`src/rtl/core/psu_pkg.sv`:
```
// ----------------------------------------------------------------------------
// psu_pkg
// Shared types, codes and default sizes of the PNG scanline unfilter.
// ----------------------------------------------------------------------------
package psu_pkg;

    localparam int DEF_MAX_LINE_BYTES  = 8192;
    localparam int DEF_MAX_PIXEL_BYTES = 8;

    localparam int BYTE_W     = 8;
    localparam int PIX_W      = 4;
    localparam int LINE_W     = 14;
    localparam int ROWS_W     = 16;
    localparam int CFG_IDX_W  = 2;
    localparam int CFG_DATA_W = 16;
    localparam int QUEUE_DEPTH = 2;

    typedef enum logic [2:0] {
        FILT_NONE  = 3'd0,
        FILT_SUB   = 3'd1,
        FILT_UP    = 3'd2,
        FILT_AVG   = 3'd3,
        FILT_PAETH = 3'd4
    } t_filter;

    typedef enum logic [CFG_IDX_W-1:0] {
        CFG_PIXEL_BYTES = 2'd0,
        CFG_LINE_BYTES  = 2'd1,
        CFG_IMAGE_ROWS  = 2'd2
    } t_cfg_idx;

    typedef struct packed {
        t_filter filter;
        logic    first_row;
        logic    has_left;
        logic    row_end;
        logic    image_end;
        logic    bad;
    } t_flags;

endpackage

```
`src/rtl/core/psu_queue.sv`:
```
// ----------------------------------------------------------------------------
// psu_queue
// Short FIFO between the classifying front and the reconstructing back.
// ----------------------------------------------------------------------------
module psu_queue #(
    parameter int DW = 8
) (
    input  logic          i_clk,
    input  logic          i_rst_n,
    input  logic          i_push,
    input  logic [DW-1:0] i_data,
    output logic          o_full,
    input  logic          i_pop,
    output logic          o_valid,
    output logic [DW-1:0] o_data
);
    localparam int DEPTH = psu_pkg::QUEUE_DEPTH;
    localparam int AW    = $clog2(DEPTH);
    localparam int NW    = $clog2(DEPTH + 1);

    logic [DW-1:0] r_slot [DEPTH];
    logic [AW-1:0] r_wptr;
    logic [AW-1:0] r_rptr;
    logic [NW-1:0] r_count;

    logic do_push;
    logic do_pop;

    assign o_full  = r_count == NW'(DEPTH);
    assign o_valid = r_count != '0;
    assign o_data  = r_slot[r_rptr];
    assign do_push = i_push && !o_full;
    assign do_pop  = i_pop && o_valid;

    always_ff @(posedge i_clk) begin
        if (do_push) begin
            r_slot[r_wptr] <= i_data;
        end
    end

    always_ff @(posedge i_clk) begin
        if (!i_rst_n) begin
            r_wptr  <= '0;
            r_rptr  <= '0;
            r_count <= '0;
        end else begin
            if (do_push) begin
                r_wptr <= (r_wptr == AW'(DEPTH - 1)) ? '0 : r_wptr + AW'(1);
            end
            if (do_pop) begin
                r_rptr <= (r_rptr == AW'(DEPTH - 1)) ? '0 : r_rptr + AW'(1);
            end
            if (do_push && !do_pop) begin
                r_count <= r_count + NW'(1);
            end else if (do_pop && !do_push) begin
                r_count <= r_count - NW'(1);
            end
        end
    end
endmodule

```
`config.mk`:
```
export PLATFORM = sky130hd
export DESIGN_NAME = psu_queue
export DESIGN_NICKNAME = d
export VERILOG_FILES = /design/src/rtl/core/psu_pkg.sv /design/src/rtl/core/psu_queue.sv
export SDC_FILE = /design/constraint.sdc
export NUM_CORES = 1
export LEC_CHECK = 0
export ABC_AREA = 1
export BUFFER_PORTS_ARGS = -buffer_cell sky130_fd_sc_hd__buf_2
export CELL_PAD_IN_SITES_DETAIL_PLACEMENT = 1
export CELL_PAD_IN_SITES_GLOBAL_PLACEMENT = 2
export CORE_MARGIN = 2
export CORE_UTILIZATION = 32
export DETAILED_ROUTE_END_ITERATION = 7
export MAX_ROUTING_LAYER = met4
export PLACE_DENSITY = 0.7
export SLEW_MARGIN = 10
export SYNTH_ARGS = -nofsm -noshare
export SYNTH_HDL_FRONTEND = slang
export SYNTH_SLANG_ARGS = --single-unit
```
`constraint.sdc`:
```
create_clock -name i_clk -period 1.8 [get_ports i_clk]
set_input_delay 0.09 -clock i_clk [delete_from_list [all_inputs] [get_ports i_clk]]
set_output_delay 0.09 -clock i_clk [all_outputs]
set_load 0.005 [all_outputs]
```
# Word level (Yosys, flattened, before mapping)
# Memories as Yosys holds them, arrays and structs flattened. A register that Yosys moved wholly into a read port is not among the register bits.
# Cells that the tools add are included.
totals:
  reg_bits: 4
  ram_bits: 16
  input_bits: 12
  out_inout_bits: 10
  elab_cells: 26
  mem_count: 1
memory_table:
  columns: ["name", "words", "word_bits", "read_ports", "rd_ports_with_merged_regs", "write_ports", "line", "rtl"]
  rows:
  - ["r_slot", 2, 8, 1, 1, 1, "psu_queue.sv:21", "logic [DW-1:0] r_slot [DEPTH];"]
classes:
  addsub: 4
  n_eq_ne: 1
  muxes: 8
  n_reduce_logical: 9
op_table:
  columns: ["operator", "n"]
  rows:
  - ["1-bit 2-to-1 mux", 6]
  - ["1-bit logical AND", 4]
  - ["2-bit 2-to-1 mux", 2]
  - ["2-bit nonzero test", 2]
  - ["1-bit logical NOT", 3]
  - ["1-bit adder (second input constant)", 2]
  - ["2-bit by 1-bit adder with 2-bit output (second input constant)", 1]
  - ["2-bit equality test (second input constant)", 1]
  - ["2-bit by 1-bit subtractor with 2-bit output (second input constant)", 1]

# Logic depth before layout (Yosys ltp)
depth:
  ltp_word: 7
  depth_mapped: 10
  mapped_depth_nobuf: 10

# Worst setup path after synthesis
# No wires, ideal clock.
synth_path:
  kind: "register -> register"
  from: "register r_count[0]"
  to: "register r_count[1]"
  setup_time_ps: 64
  t_arrival_ps: 1212
  t_required_ps: 1736
  setup_slack_ps: 524
  path_stages_with_launch: 9
  n_path_buf: 0
  period_less_slack_ps: 1276
  path_cell_list: "dfxtp_1 -> o21a_2 -> inv_1 -> ha_1 -> inv_1 -> nand3_1 -> nand2_1 -> inv_1 -> nor2_1"
synth_between:
  elab_chain_len: 6
  elab_cells_between_ends: 14
  cone_classes: "2 x add/sub; 1 x eq/ne; 2 x mux; 9 x reduce/logical"
synth_lines:
  columns: ["element", "line", "rtl"]
  rows:
  - ["from (decl)", "psu_queue.sv:24", "logic [NW-1:0] r_count;"]
  - ["from (signal assigned)", "psu_queue.sv:54", "r_count <= r_count + NW'(1);"]
  - ["from (signal assigned)", "psu_queue.sv:56", "r_count <= r_count - NW'(1);"]
  - ["2-bit equality test", "psu_queue.sv:29", "assign o_full = r_count == NW'(DEPTH);"]
  - ["1-bit logical NOT", "psu_queue.sv:32", "assign do_push = i_push && !o_full;"]
  - ["1-bit logical AND", "psu_queue.sv:32", null]
  - ["1-bit logical NOT", "psu_queue.sv:55", "end else if (do_pop && !do_push) begin"]
  - ["1-bit logical AND", "psu_queue.sv:55", null]
  - ["2-bit nonzero test (no line)", null, null]
# Parallel ways exist; a longest one is shown, timed or not. The select of a mux whose other input is x is not followed.
# A chain may end at the register's enable or synchronous reset.

==> impl_metrics.json <==
{
  "fin_tns_setup_ps": 0,
  "max_freq_mhz": 676,
  "r2r_cells": 8,
  "via_per_inst": 4.43,
  "yosysTopAreaCell": "edfxtp_1",
  "yosys_register_bits": 21,
  "die_height_um": 54.8,
  "cts-root-buf": "clkbuf_4",
  "drc": 0,
  "yosysSeqAreaShare_pct": 70.4,
  "reg2reg_to": "r_count[1]",
  "htreeDepth": 1,
  "syn_avg_cell_area_sq_um": 13.3,
  "synth_top_area_share_pct": 58.3,
  "diodes": 0,
  "p_per_area_nw_per_um2": 1190,
  "ioPinCount": 22,
  "gr-usage-all-layers_pct": 12.0,
  "drt_first_pass_iters": 3,
  "syn2layout_area_growth_pct": 33.4,
  "synthesis.area_sq_um": 825,
  "holdCritStartpoint": "i_rst_n",
  "path_cells": "mux2_2 > buf_2",
  "peakVddDrop_v": 0.000536,
  "start_util_pct": 33.6,
  "criticalPathCategory": "reg2out",
  "status": "completed",
  "rsz0062_at_grt": "no",
  "clkTransAtPathRegs_ps": 110,
  "num_vias": 567,
  "finClkSkew_ps": 0.917,
  "r2r_slack_ps": 400,
  "synth.area.top_cells": "edfxtp_1, dfxtp_1, mux2_2, nor2_1, inv_1",
  "arrival_ps": 1390,
  "maxSlewViolCount": 0,
  "synthCells": 62,
  "finalCritPeriodShare_pct": 82.2,
  "overflow": 0,
  "wl_per_cell_um": 12.0,
  "period_minus_slack_ps": 1480,
  "hold_path_depth": 3,
  "tritoncts": "yes",
  "final_common_cell": "buf_2",
  "io_buffers": 21,
  "antenna_found_initial": 0,
  "cts_buffer_depth": 2,
  "p_leak_nw": 0.465,
  "yosysUniqueCellTypes": 16,
  "dieWidth_um": 54.8,
  "dp_cells": 116,
  "drt-initial-drc-count": 6,
  "cts_repair_resize_count": 0,
  "start_kind": "flop",
  "cts.sinks": 21,
  "grt_max_degree": 13,
  "critPathCaptureType": "output port",
  "wl_um": 1540,
  "gp_congestion": 0.692,
  "hold_viol": 0,
  "ant_nets": 0,
  "final_cells": 128,
  "setup_violations": 0,
  "final_cell_mix": "buf_2, edfxtp_1, nor2_1",
  "rows": 18,
  "grt_pass1_wl_um": 2330,
  "cts_buffers": 3,
  "grt_pass1_vias": 555,
  "hp-class": "in2reg",
  "maxCapViolCount": 0,
  "die_area_sq_um": 3000,
  "cp_slowest_cell": "dfxtp_1",
  "critPathMaxFanout": 8,
  "syn_nets": 75,
  "detailed_place_hpwl_um": 1160,
  "cp.required_ps": 1710,
  "slowest_delay_ps": 580,
  "crit-reg2reg-launch": "r_count[0]",
  "yosysWarnings": 0,
  "core_area_sq_um": 2450,
  "post_route_cells_drive_above_1_share_pct": 41.8,
  "min_to": "r_count[1]",
  "clkLatencyLatePin_ps": 300,
  "fin_nets": 112,
  "max_slew_margin_pct": 73.4,
  "tightest_slew_ps": 398
}
## critical path: cells and delay by family, from the launching register on
family                 cells  cell delay [ps]
flip-flops                 1              580
multiplexers               1              380
buffers and inverters      1              120
## layout make-up
class / count / area [sq um]
Fill cell: 287 / 1360
Inverter: 8 / 30.0
Tap cell: 30 / 37.5
Timing Repair Buffer: 33 / 215
Clock buffer: 3 / 22.5
Sequential cell: 21 / 581
Multi-Input combinational cell: 32 / 209
Clock inverter: 1 / 5.00
## report_power, final
| part | internal [mW] | switching [mW] | leakage [nW] | total, mW |
|---|---|---|---|---|
| Sequential | 0.618 | 0.0627 | 0.191 | 0.681 |
| Combinational | 0.208 | 0.194 | 0.256 | 0.402 |
| Clock | 0.0829 | 0.139 | 0.0177 | 0.222 |
| Total | 0.909 | 0.396 | 0.465 | 1.30 |
## metrics by stage
stage / power (mW) / worst slack [ps] / cell area (sq um) / util, % / hold WS, ps
after floorplan: 0.927 / 524 / 825 / - / 189
final: 1.30 / 320 / 1100 / 44.8 / 33.1
after detailed placement: 1.09 / 394 / 992 / 40.4 / 287
after global placement: 1.08 / 415 / 992 / 40.4 / 280
after global routing: 1.42 / 229 / 1100 / 44.8 / 43.0
after CTS: 1.34 / 276 / 1100 / 44.8 / 19.5
## Yosys cell counts
master / number
inv_1: 7
nand4_1: 1
edfxtp_1: 16
nor2_1: 9
o21ai_2: 1
dfxtp_1: 5
o21ai_0: 2
mux2_2: 8
a21oi_1: 1
buf_2: 1
nand2_2: 1
ha_1: 1
inv_2: 1
nand3_1: 1
o21a_2: 1
nand2_1: 6
## state kept, by name (all words and copies together) (netlist names), named ones only
name	cells
r_slot	16
r_count	2
r_rptr	1
r_wptr	1
## kinds of logic after synthesis
group           count (synthesis)  synth area share (%)
simple gates                   18                  8.95
compound gates                  5                  3.95
buf+inv                         9                  4.25
fa+ha+maj                       1                  1.52
flops                          21                  70.4
mux                             8                  10.9
## worst max-delay path by stage
stage	from	to	cells after the start
after floorplan	r_count[0]	r_count[1]	8
after global placement	r_count[0]	r_count[1]	8
after detailed placement	r_count[0]	r_count[1]	8
after CTS	flop	o_data[0]	2
after global routing	r_count[0]	r_count[1]	8
final	flop	o_data[0]	2
## layer usage
layer | vias up | global-route usage, % | share of wire, %
met5 | - | - | 0
met2 | 13 | 21.0 | 54
met3 | 2 | 2.46 | 4.3
met1 | 270 | 12.5 | 39
met4 | 0 | 6.25 | 1.9
li1 | 282 | - | -
## timing repair
| item | in CTS | in global routing |
|---|---|---|
| buffers inserted | 0 | 0 |
| hold buffers | 8 | 0 |
| hold endpoints to repair | 16 | 0 |
Power figures use the tool's default switching activity.
