--- config.mk ---
export PLATFORM = sky130hd
export DESIGN_NAME = psu_front_flat
export DESIGN_NICKNAME = d
export VERILOG_FILES = /design/src/rtl/core/psu_pkg.sv /design/src/rtl/core/psu_ifs.sv /design/src/rtl/core/psu_front.sv /design/src/flat_wrapper.sv
export SDC_FILE = /design/constraint.sdc
export NUM_CORES = 1
export LEC_CHECK = 0
export ABC_AREA = 0
export BUFFER_PORTS_ARGS = -buffer_cell sky130_fd_sc_hd__buf_2
export CAP_MARGIN = 20
export CORE_AREA = 2 2 127 129
export DETAILED_ROUTE_END_ITERATION = 6
export DIE_AREA = 0 0 129 131
export PLACE_DENSITY = 0.51
export SYNTH_ARGS = -nofsm -noshare
export SYNTH_HDL_FRONTEND = slang
export SYNTH_SLANG_ARGS = --single-unit
--- constraint.sdc ---
create_clock -name i_clk -period 12.5 [get_ports i_clk]
set_input_delay 1.875 -clock i_clk [delete_from_list [all_inputs] [get_ports i_clk]]
set_output_delay 1.875 -clock i_clk [all_outputs]
set_load 0.02 [all_outputs]
--- src/rtl/core/psu_pkg.sv ---
// ----------------------------------------------------------------------------
// psu_pkg
// Shared types, codes and default sizes of the PNG scanline unfilter.
// ----------------------------------------------------------------------------
package psu_pkg;

    localparam int DEF_MAX_LINE_BYTES  = 8192;
    localparam int DEF_MAX_PIXEL_BYTES = 8;

    localparam int BYTE_W     = 8;
    localparam int PIX_W      = 4;
    localparam int LINE_W     = 14;
    localparam int ROWS_W     = 16;
    localparam int CFG_IDX_W  = 2;
    localparam int CFG_DATA_W = 16;
    localparam int QUEUE_DEPTH = 2;

    typedef enum logic [2:0] {
        FILT_NONE  = 3'd0,
        FILT_SUB   = 3'd1,
        FILT_UP    = 3'd2,
        FILT_AVG   = 3'd3,
        FILT_PAETH = 3'd4
    } t_filter;

    typedef enum logic [CFG_IDX_W-1:0] {
        CFG_PIXEL_BYTES = 2'd0,
        CFG_LINE_BYTES  = 2'd1,
        CFG_IMAGE_ROWS  = 2'd2
    } t_cfg_idx;

    typedef struct packed {
        t_filter filter;
        logic    first_row;
        logic    has_left;
        logic    row_end;
        logic    image_end;
        logic    bad;
    } t_flags;

endpackage

--- src/rtl/core/psu_ifs.sv ---
// ----------------------------------------------------------------------------
// psu_ifs
// Valid/ready channels of the PNG scanline unfilter.
// ----------------------------------------------------------------------------
interface psu_in_if;
    logic       valid;
    logic       ready;
    logic [7:0] in_byte;
    modport source (output valid, output in_byte, input ready);
    modport sink   (input valid, input in_byte, output ready);
endinterface


--- src/rtl/core/psu_front.sv ---
// ----------------------------------------------------------------------------
// psu_front
// Accepts stream bytes, tracks row and image position, classifies each byte.
// ----------------------------------------------------------------------------
module psu_front #(
    parameter int MAX_LINE_BYTES  = psu_pkg::DEF_MAX_LINE_BYTES,
    parameter int MAX_PIXEL_BYTES = psu_pkg::DEF_MAX_PIXEL_BYTES,
    localparam int CW = $clog2(MAX_LINE_BYTES),
    localparam int PW = (MAX_PIXEL_BYTES > 1) ? $clog2(MAX_PIXEL_BYTES) : 1
) (
    input  logic                       i_clk,
    input  logic                       i_rst_n,
    psu_in_if.sink                     i_in,
    input  logic [psu_pkg::PIX_W-1:0]  i_pixel_bytes,
    input  logic [psu_pkg::LINE_W-1:0] i_line_bytes,
    input  logic [psu_pkg::ROWS_W-1:0] i_image_rows,
    input  logic                       i_q_full,
    output logic                       o_q_push,
    output logic [7:0]                 o_q_byte,
    output logic [CW-1:0]              o_q_col,
    output logic [PW-1:0]              o_q_sel,
    output psu_pkg::t_flags            o_q_flags
);
    localparam int LW = CW + 1;
    localparam int EW = (LW > psu_pkg::LINE_W) ? LW : psu_pkg::LINE_W;
    localparam int RW = psu_pkg::ROWS_W + 1;

    logic                       r_await;
    logic                       r_halted;
    logic [CW-1:0]              r_col;
    logic [psu_pkg::ROWS_W-1:0] r_row;
    psu_pkg::t_filter           r_filter;

    logic                      accept;
    logic                      is_bad;
    logic [EW-1:0]             line_ext;
    logic [EW-1:0]             len_ext;
    logic [LW-1:0]             eff_len;
    logic [CW-1:0]             col_eff;
    logic [LW-1:0]             col_next;
    logic                      row_end;
    logic [RW-1:0]             eff_rows;
    logic [RW-1:0]             row_next;
    logic                      image_end;
    logic [psu_pkg::PIX_W-1:0] bpp;

    assign i_in.ready = r_halted || !i_q_full;
    assign accept     = i_in.valid && i_in.ready && !r_halted;
    assign is_bad     = i_in.in_byte > 8'(psu_pkg::FILT_PAETH);

    always_comb begin
        line_ext = EW'(i_line_bytes);
        if (line_ext == '0) begin
            len_ext = EW'(1);
        end else if (line_ext > EW'(MAX_LINE_BYTES)) begin
            len_ext = EW'(MAX_LINE_BYTES);
        end else begin
            len_ext = line_ext;
        end
        eff_len = LW'(len_ext);
        col_eff = ({1'b0, r_col} >= eff_len) ? CW'(eff_len - LW'(1)) : r_col;
        col_next = {1'b0, col_eff} + LW'(1);
        row_end  = col_next >= eff_len;
        eff_rows = (i_image_rows == '0) ? RW'(1) : RW'(i_image_rows);
        row_next = RW'(r_row) + RW'(1);
        image_end = row_end && (row_next >= eff_rows);
        if (i_pixel_bytes == '0) begin
            bpp = psu_pkg::PIX_W'(1);
        end else if (i_pixel_bytes > psu_pkg::PIX_W'(MAX_PIXEL_BYTES)) begin
            bpp = psu_pkg::PIX_W'(MAX_PIXEL_BYTES);
        end else begin
            bpp = i_pixel_bytes;
        end
    end

    always_comb begin
        o_q_push  = accept && (!r_await || is_bad);
        o_q_byte  = i_in.in_byte;
        o_q_col   = col_eff;
        o_q_sel   = PW'(bpp - psu_pkg::PIX_W'(1));
        o_q_flags.filter    = r_filter;
        o_q_flags.first_row = r_row == '0;
        o_q_flags.has_left  = col_eff >= CW'(bpp);
        o_q_flags.row_end   = !r_await && row_end;
        o_q_flags.image_end = !r_await && image_end;
        o_q_flags.bad       = r_await;
    end

    always_ff @(posedge i_clk) begin
        if (!i_rst_n) begin
            r_await  <= 1'b1;
            r_halted <= 1'b0;
            r_col    <= '0;
            r_row    <= '0;
            r_filter <= psu_pkg::FILT_NONE;
        end else if (accept) begin
            if (r_await) begin
                if (is_bad) begin
                    r_halted <= 1'b1;
                end else begin
                    r_filter <= psu_pkg::t_filter'(i_in.in_byte[2:0]);
                    r_await  <= 1'b0;
                    r_col    <= '0;
                end
            end else if (row_end) begin
                r_await <= 1'b1;
                r_col   <= '0;
                r_row   <= image_end ? '0 : psu_pkg::ROWS_W'(row_next);
            end else begin
                r_col <= CW'(col_next);
            end
        end
    end
endmodule

--- src/flat_wrapper.sv ---
// flat-port wrapper written by rule: the top's interface ports become plain ports
module psu_front_flat 
#(
    parameter int MAX_LINE_BYTES  = psu_pkg::DEF_MAX_LINE_BYTES,
    parameter int MAX_PIXEL_BYTES = psu_pkg::DEF_MAX_PIXEL_BYTES,
    localparam int CW = $clog2(MAX_LINE_BYTES),
    localparam int PW = (MAX_PIXEL_BYTES > 1) ? $clog2(MAX_PIXEL_BYTES) : 1
)
  (i_clk, i_rst_n, i_pixel_bytes, i_line_bytes, i_image_rows, i_q_full, o_q_push, o_q_byte, o_q_col, o_q_sel, o_q_flags, i_in_valid, i_in_in_byte, i_in_ready);
  psu_in_if i_in_i ();
  input  logic i_clk;
  input  logic i_rst_n;
  input  logic [psu_pkg::PIX_W-1:0] i_pixel_bytes;
  input  logic [psu_pkg::LINE_W-1:0] i_line_bytes;
  input  logic [psu_pkg::ROWS_W-1:0] i_image_rows;
  input  logic i_q_full;
  output logic o_q_push;
  output logic [7:0] o_q_byte;
  output logic [CW-1:0] o_q_col;
  output logic [PW-1:0] o_q_sel;
  output psu_pkg::t_flags o_q_flags;
  input wire logic [$bits(i_in_i.valid)-1:0] i_in_valid;
  input wire logic [$bits(i_in_i.in_byte)-1:0] i_in_in_byte;
  output wire logic [$bits(i_in_i.ready)-1:0] i_in_ready;
  assign i_in_i.valid = i_in_valid;
  assign i_in_i.in_byte = i_in_in_byte;
  assign i_in_ready = i_in_i.ready;
  psu_front #(.MAX_LINE_BYTES(MAX_LINE_BYTES), .MAX_PIXEL_BYTES(MAX_PIXEL_BYTES)) u_core (.i_clk(i_clk), .i_rst_n(i_rst_n), .i_in(i_in_i), .i_pixel_bytes(i_pixel_bytes), .i_line_bytes(i_line_bytes), .i_image_rows(i_image_rows), .i_q_full(i_q_full), .o_q_push(o_q_push), .o_q_byte(o_q_byte), .o_q_col(o_q_col), .o_q_sel(o_q_sel), .o_q_flags(o_q_flags));
endmodule
# --- Word-level counts from Yosys, hierarchy flattened ---
# Cells that the tools add are included.
op_classes:
  add_sub_neg: 4
  magnitude_cmp: 7
  eq_ne: 1
  muxes: 13
  bitwise: 2
  n_reduce_logical: 19
op_table:
  columns: ["operator", "n"]
  rows:
  - ["13-bit 2-to-1 mux", 4]
  - ["16-bit zero test", 2]
  - ["16-bit 2-to-1 mux", 2]
  - ["14-bit 2-to-1 mux", 2]
  - ["16-bit by 1-bit adder with 17-bit output, second input constant", 1]
  - ["17-bit >= comparator", 1]
  - ["13-bit by 1-bit adder with 14-bit output, second input constant", 1]
  - ["13-bit by 14-bit >= comparator with 1-bit output", 1]
  - ["14-bit >= comparator", 1]
  - ["14-bit greater-than comparator, second input constant", 1]
  - ["14-bit zero test", 1]
  - ["13-bit by 4-bit >= comparator with 1-bit output", 1]
  - ["13-bit by 1-bit subtractor with 13-bit output, second input constant", 1]
  - ["3-bit AND reduction", 3]
  - ["8-bit by 3-bit greater-than comparator with 1-bit output, second input constant", 1]
  - ["4-bit 2-to-1 mux", 2]
  - ["1-bit logical AND", 6]
  - ["4-bit greater-than comparator, second input constant", 1]
  - ["4-bit zero test", 1]
  - ["1-bit zero test", 3]
  - ["1-bit 2-to-1 mux", 3]
  - ["3-bit by 1-bit subtractor with 3-bit output, second input constant", 1]
  - ["1-bit logical OR", 2]
  - ["2-bit inequality test, second input constant", 1]
  - ["2 further kinds", 3]
totals:
  ff_bits: 34
  input_bits: 46
  wordCells: 51

# --- Depth between registers and ports, before layout ---
logic_depth:
  ltp_word: 9
  mapped_depth: 26

# --- Least setup slack after synthesis ---
# OpenSTA, ideal clock, no wires.
synth_timing:
  kind: "input to output"
  start: "input i_line_bytes[3] (netlist name)"
  end: "output o_q_flags[1] (netlist name)"
  arrival_time_ns: 7.842
  required_time_ns: 10.625
  setup_slack_ns: 2.783
  stages: 24
  path_buffers: 2
  cell_sequence: "buf_6 > nor4_1 > a41o_1 > nand2_1 > inv_1 > ha_1 > nand2b_1 > a2111oi_4 > o311a_1 > nor2_1 > buf_2 > a21oi_1 > ha_1 > inv_1 > o32ai_1 > and2_1 > xnor2_1 > ha_1 > nand4_1 > nor4_1 > o2bb2ai_1 > nor2_1 > nor2_1 > a21boi_0"
synth_rtl:
  columns: ["item", "line", "source"]
  rows:
  - ["start: declaration", "flat_wrapper.sv:14", "input logic [psu_pkg::LINE_W-1:0] i_line_bytes;"]
  - ["end: declaration", "flat_wrapper.sv:21", "output psu_pkg::t_flags o_q_flags;"]

==> impl_metrics.yaml <==
pwr:
  netSwitchingFraction_pct: 29.1
  vdd_drop_max_mv: 0.0393
  leakagePower_nw: 2.07
  p_per_area_nw_per_um2: 62.6
  p_clk_share_pct: 40.6
  p_switching_mw: 0.0844
  power.total_mw: 0.290
  pwr-share-comb_pct: 21.9
  pwr-share-seq_pct: 37.5
  intPower_mw: 0.206
sta:
  setup-tns-final_ns: 0
  rsz0062_at_grt: "no"
  finClkSkew_ns: 0.00207
  fmax_ghz: 0.101
  finalSetupViolCount: 0
  final.min_clock_period_ns: 9.89
  period_share_pct: 79.2
  worst_slew_pin_slew_ns: 0.785
  hold_violations: 0
  relSlewSlack_pct: 47.2
  finalMaxSlewViolations: 0
final_layout:
  layout-drive-gt1-share_pct: 18.5
  fillerInstances: 1698
  regArea_um2: 681
  syn_to_final_growth_pct: 17.0
  fin_nets: 654
  antenna_cells: 0
  multi_input_area_um2: 3030
setup_path:
  reg2reg_slack_ns: 6.56
  critPathArrivalTime_ns: 8.02
  worstPathMaxFanout: 13
  startpoint_type: "primary input"
  critical_path.top_delay_family: "compound AO/OA/AOI/OAI gates"
  r2r_end: "u_core.r_row[11]"
  path_class: "primary input to output port"
  critical_path_buf_inv_count: 5
  r2r_cells: 19
  slowest_delay_ns: 0.68
  r2r_start: "u_core.r_col[11]"
  cp_slowest_cell: "o32ai_1"
  required_ns: 10.62
  cp-end-kind: "output port"
routing:
  viasPerCell: 5.08
  post_drt_wl_per_cell_um: 15.0
  ant_nets: 0
  wirelength_um: 11500
  drt_iter0_drc: 269
  vias: 3925
  drcViolationCount: 0
  drt_pass1_iterations: 4
global_route:
  grt_max_degree: 19
  grt_pass1_vias: 3851
  grt_usage_pct: 14.0
  grt_pass1_wl_um: 19000
  grt-ovfl-total: 0
  antenna_found_initial: 0
floorplanning:
  io_pins: 80
  die_area_um2: 16900
  die_w_um: 129
  die_h_um: 131
  start_util_pct: 25.4
  rows: 46
  design.core.area_um2: 15600
logic_synthesis:
  yosysTopAreaCell: "dfxtp_1"
  ys_seq_elements: 34
  synth_area_um2: 3960
  async_flop_share_pct: 0
  syn_area_per_cell_um2: 8.02
  synth_ff_type: "dfxtp_1"
  syn_inst: 494
  synth_top_area_share_pct: 17.2
  ys_types: 72
  syn-num-nets: 592
  synth_area_leaders: "dfxtp_1 17%, ha_1 16%, xnor2_1 4.4%"
  synth_edf_count: 0
  ys_seq_area_share_pct: 17.2
  yosysWarningCount: 0
clocking:
  cts.sink_count: 34
  cts_tree: "yes"
  postCtsHoldBufs: 0
  htree_levels: 2
  cts_buffer_depth: 2
  clkLatencyLatePin_ns: 0.28
  cts-resized-gates: 0
  post_cts_buffers: 0
  root_buffer: "clkbuf_16"
  clk_pin_slew_ns: 0.05
  numCtsBuffers: 5
run:
  cap_violations: 0
worst_hold_path:
  min_to: "u_core.r_halted"
  hold_path.class: "register to register"
  hp-start: "u_core.r_halted"
  hold_depth: 1
status:
  status: "complete, no violations"
placed_design:
  gp_congestion: 0.916
  port_buffers: 79
  dp_hpwl_um: 9560
[worst max path at each step]
| stage | start | endpoint | depth (start not counted) |
|---|---|---|---|
| floorplan | i_line_bytes[3] | o_q_flags[1] | 24 |
| global placement | i_line_bytes[11] | o_q_flags[1] | 25 |
| detailed placement | i_line_bytes[7] | o_q_flags[1] | 25 |
| CTS | i_line_bytes[7] | o_q_flags[1] | 25 |
| global route | i_line_bytes[7] | o_q_flags[1] | 25 |
| finish | i_line_bytes[7] | o_q_flags[1] | 25 |
[Yosys cell counts, types with 14 or more instances]
cell type  instances
ha_1              52
nand2_1           38
dfxtp_1           34
nor2_1            32
inv_1             29
nand3_1           26
xnor2_1           20
o21ai_0           17
nand4_1           15
a21oi_1           14
clkbuf_1          14
[sequential cells by signal, summed over array words and instances, names as in the netlist]
name / cells
u_core.r_await: 1
u_core.r_col: 13
u_core.r_filter: 3
u_core.r_halted: 1
u_core.r_row: 16
[area by class of cell]
cell class / instances / share of cell area [%]
multi-input cells: 404 / 65.3
flip-flops and latches: 34 / 14.7
repair buffers: 81 / 8.85
well taps: 216 / 5.83
clock buffers: 7 / 2.86
inverters: 30 / 2.43
[power by group through the flow]
stage / Combinational (mW) / Sequential, mW / Clock [mW]
floorplan: 0.0416 / 0.111 / 0
global placement: 0.0624 / 0.111 / 0
detailed placement: 0.0632 / 0.111 / 0
CTS: 0.0634 / 0.109 / 0.122
global route: 0.0703 / 0.109 / 0.126
finish: 0.0635 / 0.109 / 0.118
[kinds of logic after synthesis]
group,synth area share (%)
XOR/XNOR,6.63
buffers and inverters,6.38
multiplexers,3.25
flip-flops,17.2
AND/OR/NAND/NOR,25.5
adder cells (fa/ha/maj),16.4
AO/OA/AOI/OAI,24.6
[metal layers]
| metal | global-route usage [%] | vias to the layer above | wire [um] |
|---|---|---|---|
| met1 | 17.9 | 1829 | 5560 |
| li1 | - | 1977 | - |
| met4 | 4.60 | 0 | 209 |
| met3 | 2.12 | 13 | 500 |
| met5 | 0 | - | 0 |
| met2 | 24.1 | 106 | 5270 |
[metrics by stage]
step                      hold WS (ns)  utilization, %  cell area (um2)  worst slack [ns]  cells
after floorplan                  0.446               -             3960              2.78    494
after global placement           0.464            28.9             4500              2.89    765
after detailed placement         0.482            28.9             4500              2.67    765
after CTS                        0.494            29.7             4640              2.64    772
after global routing             0.510            29.7             4640              2.12    772
final                            0.487            29.7             4640              2.61    772
[cells in the final DEF (no fill, tap or decap), types with 11 or more instances in the layout]
cell | netlist | final
nand2b_1 | 12 | 12
o211ai_1 | 12 | 12
inv_1 | 29 | 29
nor2_1 | 32 | 32
nand2_1 | 38 | 38
buf_2 | 1 | 79
nand4_1 | 15 | 15
a32o_1 | 11 | 11
ha_1 | 52 | 52
xnor2_1 | 20 | 20
a21oi_1 | 14 | 14
nor4_1 | 12 | 12
dfxtp_1 | 34 | 34
a21o_1 | 12 | 12
nor3_1 | 11 | 11
nand3_1 | 26 | 26
o21ai_0 | 17 | 17
[worst register-to-register path, delay by kind of cell (launching register included)]
| family | cells | cell delay [ns] |
|---|---|---|
| compound gates | 8 | 3.11 |
| simple gates | 5 | 1.08 |
| fa+ha+maj | 3 | 0.96 |
| flops | 1 | 0.34 |
| buf+inv | 2 | 0.29 |
| xor+xnor | 1 | 0.09 |
No activity file was read; power rests on OpenSTA's default activity.
